`config.mk`:
```
export PLATFORM = sky130hd
export DESIGN_NAME = hge_emit
export DESIGN_NICKNAME = d
export VERILOG_FILES = /design/src/sv/hge_pkg.sv /design/src/sv/hge_emit.sv
export SDC_FILE = /design/constraint.sdc
export NUM_CORES = 1
export LEC_CHECK = 0
export BUFFER_PORTS_ARGS = -buffer_cell sky130_fd_sc_hd__buf_2
export CAP_MARGIN = 20
export CORE_MARGIN = 2
export CORE_UTILIZATION = 54
export CTS_CLUSTER_DIAMETER = 80
export DETAILED_ROUTE_END_ITERATION = 10
export PLACE_DENSITY_LB_ADDON = 0.1
export SYNTH_ARGS = -nofsm -noshare
export SYNTH_HDL_FRONTEND = slang
export SYNTH_SLANG_ARGS = --single-unit
```
`constraint.sdc`:
```
create_clock -name clk -period 7.2 [get_ports clk]
set_input_delay 1.08 -clock clk [delete_from_list [all_inputs] [get_ports clk]]
set_output_delay 1.08 -clock clk [all_outputs]
set_load 0.01 [all_outputs]
```
`src/sv/hge_pkg.sv`:
```
`timescale 1ns / 1ps
// ----------------------------------------------------------------------------
// Huffman gram encoder package
// Shared constants, op codes, sequencer types and the chunk request word.
// ----------------------------------------------------------------------------
package hge_pkg;

	// default table geometry
	localparam int TABLE_ENTRIES_DEF = 256;
	localparam int MAX_CODE_BITS_DEF = 16;

	// fixed field widths
	localparam int KEY_W    = 64;
	localparam int WORD_W   = 32;
	localparam int CODE_W   = 16;
	localparam int LEN_W    = 5;
	localparam int CHUNK_W  = 33;
	localparam int CLEN_W   = 6;

	// chunk length of a literal: escape bit plus one word
	localparam logic [CLEN_W-1:0] LITERAL_LEN = 6'd33;

	// op codes
	localparam logic [1:0] OP_LOAD   = 2'd0;
	localparam logic [1:0] OP_ENCODE = 2'd1;
	localparam logic [1:0] OP_SETOFF = 2'd2;

	// sequencer states
	typedef enum logic [1:0] {
		ST_CLEAR,
		ST_IDLE,
		ST_SCAN
	} hge_state_t;

	// which lookup of a gram is running
	typedef enum logic [1:0] {
		PASS_FULL,
		PASS_LOW,
		PASS_HIGH
	} hge_pass_t;

	// chunk request from the sequencer to the emitter
	typedef struct packed {
		logic                valid;
		logic                hit;
		logic                last;
		logic [CODE_W-1:0]   code;
		logic [LEN_W-1:0]    len;
		logic [WORD_W-1:0]   word;
	} hge_emit_req_t;

endpackage

```
`src/sv/hge_emit.sv`:
```
`timescale 1ns / 1ps
// ----------------------------------------------------------------------------
// Chunk emitter
// Holds the bit offset, forms each chunk, checks overflow and registers
// the result word.
// ----------------------------------------------------------------------------
module hge_emit (
	input  logic                          clk,
	input  logic                          arst_n,
	input  hge_pkg::hge_emit_req_t        req,
	input  logic                          set_en,
	input  logic [hge_pkg::WORD_W-1:0]    set_offset,
	output logic                          valid,
	output logic [hge_pkg::CHUNK_W-1:0]   chunk_bits,
	output logic [hge_pkg::CLEN_W-1:0]    chunk_length,
	output logic [hge_pkg::WORD_W-1:0]    chunk_offset,
	output logic                          overflow,
	output logic                          last
);

	logic [hge_pkg::WORD_W-1:0]  off_q;
	logic                        valid_q;
	logic [hge_pkg::CHUNK_W-1:0] bits;
	logic [hge_pkg::CLEN_W-1:0]  len;
	logic [hge_pkg::WORD_W:0]    end_pos;
	logic                        ovf;

	// chunk format: hit is a 1 bit then the code, literal a 0 bit then the word
	always_comb begin
		if (req.hit) begin
			bits = {16'b0, req.code, 1'b1};
			len  = hge_pkg::CLEN_W'(req.len) + 1'b1;
		end else begin
			bits = {req.word, 1'b0};
			len  = hge_pkg::LITERAL_LEN;
		end
		end_pos = {1'b0, off_q} + (hge_pkg::WORD_W + 1)'(len);
		ovf     = end_pos[hge_pkg::WORD_W];
	end

	// offset register; held on overflow
	always_ff @(posedge clk or negedge arst_n) begin
		if (!arst_n) begin
			off_q   <= '0;
			valid_q <= 1'b0;
		end else begin
			valid_q <= req.valid;
			if (set_en) begin
				off_q <= set_offset;
			end else if (req.valid && !ovf) begin
				off_q <= end_pos[hge_pkg::WORD_W-1:0];
			end
		end
	end

	// result word
	always_ff @(posedge clk) begin
		if (req.valid) begin
			chunk_bits   <= bits;
			chunk_length <= len;
			chunk_offset <= off_q;
			overflow     <= ovf;
			last         <= req.last;
		end
	end

	assign valid = valid_q;

endmodule

```
==> key figures <==
Status
  – Outcome: finished, final reports clean

Finish
  – Diode count: 0
  – Final core occ: 67.6%
  – Nets: 637
  – Final Cell Area: 5900 µm²
  – Share of layout cells above drive strength 1: 37.9%
  – Fill count: 702
  – Area grow syn2layout: 21.9%

Floorplan
  – Die Footprint: 9730 µm²
  – Row cnt: 34
  – I/O Pins: 165
  – Die width: 98.6 µm
  – Starting Density: 55.5%
  – DIE HEIGHT: 98.6 µm
  – Core area: 8720 µm²

Route
  – Initial DRT Pass Iterations: 5
  – Initial DRC Count: 221
  – Vias per Instance: 5.78
  – Detailed Route WL: 11200 µm
  – Routed length per instance: 17.2 µm
  – Antenna Violating Nets Remaining: 0
  – Routed via count: 3763
  – DR DRC count: 0

Setup path
  – Worst Setup Path Type: input pin to flop
  – Arr. time, crit path: 4120 ps
  – Worst Path Max Fanout: 39
  – Crit end category: flop
  – Required time worst endpoint: 7480 ps
  – CP Launch Type: input pin

Clocking
  – Clock Sinks: 106
  – H-tree depth: 3
  – Clk_lat worst skew: 370 ps
  – CTS max path bufs: 2
  – Number of post-CTS setup repair buffers: 0
  – Post-CTS sizing: 0
  – CTS tree: built
  – Hold Buf Count CTS: 0
  – Num CTS Buffers: 9
  – Clock-pin slew on the worst setup and hold paths: 100 ps
  – CTS Root Cell: clkbuf_8

Timing
  – Post-route setup TNS: 0 ps
  – Slew @ Worst Pin: 1050 ps
  – Final setup fails: 0
  – Final clock skew: 11.0 ps
  – RSZ-0062 raised after global routing: no
  – Final hold viol count: 0
  – Final Cycle Share: 53.3%
  – Max transition margin: 29.8%
  – Max Freq: 261 MHz
  – Pins Over Slew Limit: 0
  – Final worst setup slack: 3360 ps
  – Min Tclk post-route: 3840 ps

Logic synthesis
  – Yosys Warn Count: 0
  – Yosys reg bits: 106
  – Async S/R FF share, synth: 31.1%
  – Synth Instances: 378
  – Avg Inst Size Synth: 12.8 µm²
  – Top_reg_cell synth: edfxtp_1
  – Register area share after synthesis: 62.4%
  – Post-synthesis net count: 477
  – Number of synthesized flops with an enable pin: 73
  – Post-synthesis cell area: 4840 µm²
  – Library cells used by synthesis: 51

Power
  – PwrDens: 220 nW/µm²
  – Max rail drop VDD: 151 µV
  – P_leak: 2.43 nW

Placement
  – Global placement routability congestion: 0.923
  – Pre-CTS setup slack: 2960 ps
  – HPWL after detailed placement: 7720 µm
  – Placed cell areas: 5720 µm²
  – PortBufs: 164

GRT
  – Initial antenna violation count: 0
  – Total track usage: 22.6%
  – Pin count of the biggest net entering global routing: 84
  – Vias in the first global route: 3578
  – Grt total ovfl: 0
  – First-pass GRT wire length: 17500 µm

Hold path
  – Min-delay worst type: flop to flop

Run
  – Max-cap violations: 0
==> metrics by stage <==
| stage | hold slack (ps) | std cells | power (mW) |
|---|---|---|---|
| after floorplan | 453 | 378 | 0.871 |
| after global placement | 476 | 635 | 0.962 |
| after detailed placement | 486 | 635 | 0.968 |
| after CTS | 509 | 651 | 1.31 |
| after global routing | 525 | 651 | 1.35 |
| final | 507 | 651 | 1.30 |
==> registers in the layout (all words and copies together), names as in the netlist <==
signal	cells
last	1
chunk_length	6
valid	1
off_q	32
overflow	1
chunk_bits	33
chunk_offset	32
==> worst max-delay path: stages <==
cell,delay (ps)
buf_2,550
nand2_1,180
ha_1,250
fa_1,410
a21o_1,250
a221oi_4,390
nor2_1,260
or4_1,560
a31oi_1,170
==> worst paths after layout <==
path	to	slack, ps	startpoint	cells after the start
max in group asynchronous	off_q[5]	5890	arst_n	1
worst max register to register	off_q[21]	4420	off_q[0]	7
worst max-delay path	off_q[21]	3360	req[54]	9
worst min-delay path	chunk_offset[3]	510	off_q[3]	0
worst min register to register	chunk_offset[3]	510	off_q[3]	0
min in group asynchronous	off_q[16]	800	arst_n	1
==> routing by layer <==
layer | up-vias | track usage (%) | share of wire, %
met1 | 1788 | 30.9 | 43
met5 | - | 0 | 0
met4 | 0 | 7.38 | 1.6
li1 | 1792 | - | -
met2 | 166 | 35.9 | 48
met3 | 17 | 5.74 | 7.3
==> cells by family (layout without fill, tap and decap cells) <==
group | count (synthesis) | after routing | synth area share, %
mux | 20 | 20 | 4.55
flops | 106 | 106 | 62.4
simple gates | 146 | 146 | 16.4
compound gates | 69 | 69 | 11.1
buf+inv | 22 | 187 | 2.07
fa+ha+maj | 8 | 8 | 2.23
xor+xnor | 7 | 7 | 1.27
==> cell usage after synthesis (all sizes together) (2+ instances only) <==
library cell | n | area, µm²
a21o | 3 | 22.5
ha | 7 | 87.6
mux2 | 16 | 180
o311a | 3 | 30.0
and4 | 3 | 27.5
edfxtp | 73 | 2190
a21oi | 3 | 15.0
nor2 | 21 | 78.8
o211ai | 12 | 90.1
nand4 | 11 | 81.3
nand2 | 32 | 120
nor4 | 2 | 12.5
nor2b | 16 | 100
dfrtp | 33 | 826
nand3 | 23 | 115
clkbuf | 11 | 41.3
o21a | 2 | 15.0
o311ai | 6 | 52.6
a221o | 4 | 40.0
inv | 6 | 22.5
a31oi | 9 | 56.3
o21ai | 11 | 55.1
or3 | 4 | 30.0
and2 | 5 | 31.3
o31ai | 8 | 73.8
nor3 | 9 | 45.0
or4 | 12 | 95.1
buf | 4 | 32.5
and3 | 6 | 37.5
xnor2 | 3 | 26.3
a221oi | 3 | 43.8
mux2i | 4 | 40.0
xor2 | 4 | 35.0
==> cells in the final DEF, fill, tap and decap left out, drive strengths merged, types with 12 or more instances in the layout <==
master / synthesis / layout
buf: 4 / 164
dfrtp: 33 / 33
nand2: 32 / 32
mux2: 16 / 16
or4: 12 / 12
edfxtp: 73 / 73
nor2: 21 / 21
nand3: 23 / 23
nor2b: 16 / 16
o211ai: 12 / 12
==> area by class of cell <==
cell class              instances  area (µm²)  share of cell area (%)
flip-flops and latches        106        3020                    51.2
clock inverters                 7        52.6                   0.891
inverters                       7        26.3                   0.446
clock buffers                   9         124                    2.10
multi-input cells             250        1720                    29.1
well taps                     108         135                    2.29
repair buffers                164         823                    14.0
==> power by group <==
part           switching [mW]  internal [mW]  total, mW
Combinational           0.114         0.0899      0.204
Clock                   0.212          0.128      0.341
Sequential             0.0362          0.715      0.751
Note: power is estimated with default switching activity, not from simulation.
