[src/sv/hge_pkg.sv]
`timescale 1ns / 1ps
// ----------------------------------------------------------------------------
// Huffman gram encoder package
// Shared constants, op codes, sequencer types and the chunk request word.
// ----------------------------------------------------------------------------
package hge_pkg;

	// default table geometry
	localparam int TABLE_ENTRIES_DEF = 256;
	localparam int MAX_CODE_BITS_DEF = 16;

	// fixed field widths
	localparam int KEY_W    = 64;
	localparam int WORD_W   = 32;
	localparam int CODE_W   = 16;
	localparam int LEN_W    = 5;
	localparam int CHUNK_W  = 33;
	localparam int CLEN_W   = 6;

	// chunk length of a literal: escape bit plus one word
	localparam logic [CLEN_W-1:0] LITERAL_LEN = 6'd33;

	// op codes
	localparam logic [1:0] OP_LOAD   = 2'd0;
	localparam logic [1:0] OP_ENCODE = 2'd1;
	localparam logic [1:0] OP_SETOFF = 2'd2;

	// sequencer states
	typedef enum logic [1:0] {
		ST_CLEAR,
		ST_IDLE,
		ST_SCAN
	} hge_state_t;

	// which lookup of a gram is running
	typedef enum logic [1:0] {
		PASS_FULL,
		PASS_LOW,
		PASS_HIGH
	} hge_pass_t;

	// chunk request from the sequencer to the emitter
	typedef struct packed {
		logic                valid;
		logic                hit;
		logic                last;
		logic [CODE_W-1:0]   code;
		logic [LEN_W-1:0]    len;
		logic [WORD_W-1:0]   word;
	} hge_emit_req_t;

endpackage

[src/sv/hge_seq.sv]
`timescale 1ns / 1ps
// ----------------------------------------------------------------------------
// Gram encoder sequencer
// Clearing sweep after reset, then linear table scans with one shared
// key comparator; decides hit, bigram split or literal for each gram.
// ----------------------------------------------------------------------------
module hge_seq #(
	parameter int TABLE_ENTRIES = hge_pkg::TABLE_ENTRIES_DEF,
	parameter int MAX_CODE_BITS = hge_pkg::MAX_CODE_BITS_DEF
) (
	input  logic                             clk,
	input  logic                             arst_n,
	input  logic                             enc_start,
	input  logic [hge_pkg::KEY_W-1:0]        gram,
	input  logic [hge_pkg::KEY_W-1:0]        rd_key,
	input  logic [MAX_CODE_BITS-1:0]         rd_code,
	input  logic [hge_pkg::LEN_W-1:0]        rd_len,
	output logic                             busy,
	output logic                             clr_en,
	output logic                             rd_en,
	output logic [$clog2(TABLE_ENTRIES)-1:0] mem_addr,
	output hge_pkg::hge_emit_req_t           emit_req
);

	localparam int IDX_W = $clog2(TABLE_ENTRIES);
	localparam int CNT_W = IDX_W + 1;
	localparam logic [CNT_W-1:0] CNT_END  = CNT_W'(TABLE_ENTRIES);
	localparam logic [CNT_W-1:0] CNT_LAST = CNT_W'(TABLE_ENTRIES - 1);

	hge_pkg::hge_state_t       state_q, state_d;
	hge_pkg::hge_pass_t        pass_q, pass_d;
	logic [CNT_W-1:0]          addr_q, addr_d;
	logic                      rd_vld_q, rd_vld_d;
	logic                      rd_last_q, rd_last_d;
	logic [hge_pkg::KEY_W-1:0] key_q, key_d;
	logic [hge_pkg::KEY_W-1:0] gram_q, gram_d;
	logic                      hit;
	logic                      miss;

	// state and control registers
	always_ff @(posedge clk or negedge arst_n) begin
		if (!arst_n) begin
			state_q   <= hge_pkg::ST_CLEAR;
			pass_q    <= hge_pkg::PASS_FULL;
			addr_q    <= '0;
			rd_vld_q  <= 1'b0;
			rd_last_q <= 1'b0;
		end else begin
			state_q   <= state_d;
			pass_q    <= pass_d;
			addr_q    <= addr_d;
			rd_vld_q  <= rd_vld_d;
			rd_last_q <= rd_last_d;
		end
	end

	// search key and gram
	always_ff @(posedge clk) begin
		key_q  <= key_d;
		gram_q <= gram_d;
	end

	// shared comparator on the registered read word
	assign hit  = rd_vld_q && (rd_len != '0) && (rd_key == key_q);
	assign miss = rd_vld_q && rd_last_q && !hit;

	assign busy     = (state_q != hge_pkg::ST_IDLE);
	assign mem_addr = addr_q[IDX_W-1:0];

	// next state and outputs
	always_comb begin
		state_d   = state_q;
		pass_d    = pass_q;
		addr_d    = addr_q;
		rd_vld_d  = 1'b0;
		rd_last_d = 1'b0;
		key_d     = key_q;
		gram_d    = gram_q;
		clr_en    = 1'b0;
		rd_en     = 1'b0;
		emit_req  = '0;
		unique case (state_q)
			hge_pkg::ST_CLEAR: begin
				clr_en = 1'b1;
				if (addr_q == CNT_LAST) begin
					addr_d  = '0;
					state_d = hge_pkg::ST_IDLE;
				end else begin
					addr_d = addr_q + 1'b1;
				end
			end
			hge_pkg::ST_IDLE: begin
				if (enc_start) begin
					key_d   = gram;
					gram_d  = gram;
					pass_d  = hge_pkg::PASS_FULL;
					addr_d  = '0;
					state_d = hge_pkg::ST_SCAN;
				end
			end
			hge_pkg::ST_SCAN: begin
				if (hit || miss) begin
					addr_d        = '0;
					emit_req.hit  = hit;
					emit_req.code = hge_pkg::CODE_W'(rd_code);
					emit_req.len  = rd_len;
					unique case (pass_q)
						hge_pkg::PASS_FULL: begin
							if (hit || (gram_q[39:32] == '0)) begin
								emit_req.valid = 1'b1;
								emit_req.last  = 1'b1;
								emit_req.word  = gram_q[31:0];
								state_d        = hge_pkg::ST_IDLE;
							end else begin
								// missed bigram: look up each word on its own
								key_d  = {32'b0, gram_q[31:0]};
								pass_d = hge_pkg::PASS_LOW;
							end
						end
						hge_pkg::PASS_LOW: begin
							emit_req.valid = 1'b1;
							emit_req.word  = gram_q[31:0];
							key_d          = {32'b0, gram_q[63:32]};
							pass_d         = hge_pkg::PASS_HIGH;
						end
						hge_pkg::PASS_HIGH: begin
							emit_req.valid = 1'b1;
							emit_req.last  = 1'b1;
							emit_req.word  = gram_q[63:32];
							state_d        = hge_pkg::ST_IDLE;
						end
						default: begin
							state_d = hge_pkg::ST_IDLE;
						end
					endcase
				end else if (addr_q < CNT_END) begin
					// issue the next read of the scan
					rd_en     = 1'b1;
					rd_vld_d  = 1'b1;
					rd_last_d = (addr_q == CNT_LAST);
					addr_d    = addr_q + 1'b1;
				end
			end
			default: begin
				state_d = hge_pkg::ST_IDLE;
			end
		endcase
	end

endmodule

[config.mk]
export PLATFORM = sky130hd
export DESIGN_NAME = hge_seq
export DESIGN_NICKNAME = d
export VERILOG_FILES = /design/src/sv/hge_pkg.sv /design/src/sv/hge_seq.sv
export SDC_FILE = /design/constraint.sdc
export NUM_CORES = 1
export LEC_CHECK = 0
export BUFFER_PORTS_ARGS = -buffer_cell sky130_fd_sc_hd__buf_2
export CAP_MARGIN = 20
export CORE_AREA = 10 10 139 141
export CTS_CLUSTER_DIAMETER = 100
export DETAILED_ROUTE_END_ITERATION = 10
export DIE_AREA = 0 0 149 151
export HOLD_SLACK_MARGIN = 0.06
export PLACE_DENSITY = 0.84
export SLEW_MARGIN = 20
export SYNTH_ARGS = -nofsm -noshare
export SYNTH_HDL_FRONTEND = slang
export SYNTH_SLANG_ARGS = --single-unit
[constraint.sdc]
create_clock -name clk -period 4 [get_ports clk]
set_clock_uncertainty 0.15 [all_clocks]
set_input_delay 0 -clock clk [delete_from_list [all_inputs] [get_ports clk]]
set_output_delay 0 -clock clk [all_outputs]
set_load 0.02 [all_outputs]
==> results.toml <==
[outcome]
status = "finished clean"

[route]
dr.max_layer_used = "met4"
wl_met2_um = 13100
wl_met1_um = 10100
drt_iter0_drc = 784
met3WireLength_um = 2570
wl_um = 26600
viasPerCell = 5.77
vias = 6989
ant_nets = 0
route.detailed.drc = 0
drt_pass1_iterations = 5
routedWlPerCell_um = 21.9

[timing]
tightest_slew_ps = 1010
finalCriticalPeriod_ps = 3390
max_freq_ghz = 0.295
report.final.slew_viol_count = 0
fin_crit_sh = 0.848
hold_violations = 0
fin_hold_ws_ps = 146
timing.setup.tns_ps = 0
finalSetupViolCount = 0
rsz0062_at_grt = "false"
max_slew_margin = 0.321

[floorplan]
core_area_um2 = 16500
initial_utilization = 0.475
die_area_um2 = 22500
placement_rows = 47
num_io_pins = 219
die_x_um = 149
die_h_um = 151

[yosys]
synth_fp_nets = 867
synthesis.area_um2 = 7830
synth_commonest_cells = "128 x edfxtp_1, 68 x a21oi_1, 44 x nor2_1"
ys_seq_area_frac = 0.539
synth_cells = 703
ys_warn_count = 0
yosysTopAreaCell = "edfxtp_1"
ys_async_sr_fraction = 0.105
synthFlopType = "edfxtp_1"
yosysTopAreaCellShare = 0.491
synth.most_common_cell = "edfxtp_1"
synth-edff-count = 128
synth.area.top_cells = "edfxtp_1 49%, dfrtp_1 4.8%, xnor2_1 4.5%, a21oi_1 4.3%, mux2i_1 4.3%"
ys_seq_elements = 143
synthDistinctLibCells = 51
synth_area_per_cell_um2 = 11.1

[critical_path]
start_kind = "flip-flop"
end_kind = "primary output"
crit_path_max_incr_delay_ps = 530
reg2regPathDepth = 8
crit_chain = "xor2_1 > or4_1 > nor3_1 > nand4_1 > o21ai_2 > nand3b_4 > a21oi_1 > buf_2"
cp_max_fo = 33
crit_required_ps = 3850
arrival_ps = 3240
critical-path-top-delay-family = "simple AND/OR/NAND/NOR gates"
crit_type = "reg -> out"
path_depth = 8
crit_buf_inv = 1
cp_slowest_cell = "or4_1"

[global_route]
overflow = 0
grt_max_degree = 83
grt_pass1_wl_um = 40000
gr-usage-all-layers = 0.231
grt_pass1_vias = 7090
grt_antenna_before_repair = 6

[pwr]
clkPwrFrac = 0.237
combPwrFrac = 0.358
switching_share = 0.371
irDropWorstVdd_v = 0.000423
p_seq_frac = 0.405
p_sw_uw = 2520
intPower_uw = 4270
p_leak_uw = 0.00410
p_per_area_nw_per_um2 = 655

[hold_path]
hold_depth = 2
hold_class = "in -> reg"

[place]
io_buffers = 218
dp.final_hpwl_um = 19400
place_congestion = 0.912
place_inst = 1106

[cts]
cts_resized = 0
tritoncts = "yes"
clk_pin_slew_ps = 60
clockBufferDepth = 2
root_buffer = "clkbuf_16"
postCtsSetupBuffers = 0
htreeDepth = 4
clock_latency_ps = 430
numCtsBuffers = 17
cts_sinks = 143

[cells_and_area]
final_util = 0.630
fin_cells = 1212
finalNetCount = 1136
area_growth_pct = 32.6
post_route_cells_drive_above_1_share = 0.284

[run]
maxCapViolCount = 0
[per-stage QoR]
step / instance area [um^2] / total power, uW / worst slack (ps)
final: 10400 / 6790 / 609
after floorplan: 7830 / 4320 / 383
after global placement: 9100 / 5010 / 934
after global routing: 10400 / 7110 / 438
after CTS: 10400 / 6750 / 655
after detailed placement: 9100 / 5110 / 861
[logic make-up (layout without fill, tap and decap cells)]
| kind of cell | count (synthesis) | in the layout | synth area share |
|---|---|---|---|
| other | 0 | 7 | 0 |
| buffers and inverters | 68 | 350 | 0.0398 |
| adders and majority gates | 12 | 12 | 0.0192 |
| and+or+nand+nor | 255 | 255 | 0.184 |
| AOI/OAI and AO/OA | 143 | 143 | 0.121 |
| DFF | 143 | 143 | 0.539 |
| muxes | 34 | 34 | 0.0435 |
| xor gates and xnor gates | 48 | 48 | 0.0537 |
[state kept, by name, indices dropped and copies added, names as in the netlist]
| name | cells |
|---|---|
| pass_q | 2 |
| key_q | 64 |
| addr_q | 9 |
| gram_q | 64 |
| rd_last_q | 1 |
| state_q | 2 |
| rd_vld_q | 1 |
[layer usage]
metal,track usage,vias up
li1,-,3181
met1,0.280,3347
met2,0.377,417
met3,0.0650,44
met4,0.105,0
met5,0,-
[path summary, 6_finish.rpt]
kind	from	end	slack [ps]
min reg2reg	addr_q[8]$_DFFE_PN0P_	rd_vld_q$_DFF_PN0_	370
min	gram[26]	gram_q[26]$_DFFE_PP_	150
min in group asynchronous	arst_n	pass_q[1]$_DFFE_PN0P_	570
max	key_q[54]$_SDFFCE_PP0P_	emit_req[21]	610
max in group asynchronous	arst_n	addr_q[5]$_DFFE_PN0P_	2680
max reg2reg	key_q[54]$_SDFFCE_PP0P_	key_q[6]$_DFFE_PP_	840
[worst reg2reg max path, delay by kind of cell (launching register included)]
| kind | cells | cell delay, ps |
|---|---|---|
| flops | 1 | 370 |
| simple gates | 5 | 1440 |
| buf+inv | 2 | 710 |
| xor+xnor | 1 | 180 |
[power groups by stage]
stage	registers (uW)	logic, uW	clock network (uW)
CTS	2740	2400	1610
floorplan	2690	1630	0
global placement	2730	2280	0
finish	2750	2430	1610
detailed placement	2770	2340	0
global route	2800	2630	1680
[cells in the final DEF (no fill, tap or decap), types with 11 or more instances in the layout]
| cell type | synthesis | layout |
|---|---|---|
| and3_1 | 22 | 22 |
| nand4_1 | 30 | 30 |
| a21oi_1 | 68 | 68 |
| edfxtp_1 | 128 | 128 |
| xnor2_1 | 40 | 40 |
| nor2b_1 | 34 | 34 |
| o211ai_1 | 11 | 11 |
| nor2_1 | 44 | 43 |
| a22oi_1 | 32 | 32 |
| buf_2 | 3 | 218 |
| mux2i_1 | 34 | 34 |
| clkbuf_16 | 0 | 17 |
| nand2b_1 | 36 | 36 |
| o21ai_0 | 12 | 12 |
| nand2_1 | 13 | 13 |
| dfrtp_1 | 15 | 15 |
| nand3_1 | 42 | 42 |
| dlygate4sd3_1 | 0 | 67 |
| inv_1 | 21 | 20 |
[area by class of cell]
type                            count  area (um^2)
Antenna cell                        7         17.5
Clock buffer                       17          425
Clock inverter                     15          165
Fill cell                        1316         6090
Inverter                           21         78.8
Multi-Input combinational cell    492         3320
Sequential cell                   143         4220
Tap cell                          220          275
Timing Repair Buffer              297         1880
[what timing repair did]
action | 4_1_cts | 5_1_grt
hold buffers | 67 | 0
endpoints found under the setup margin | 0 | 0
endpoints found under the hold margin | 146 | 0
(Power assumes the default switching activity.)
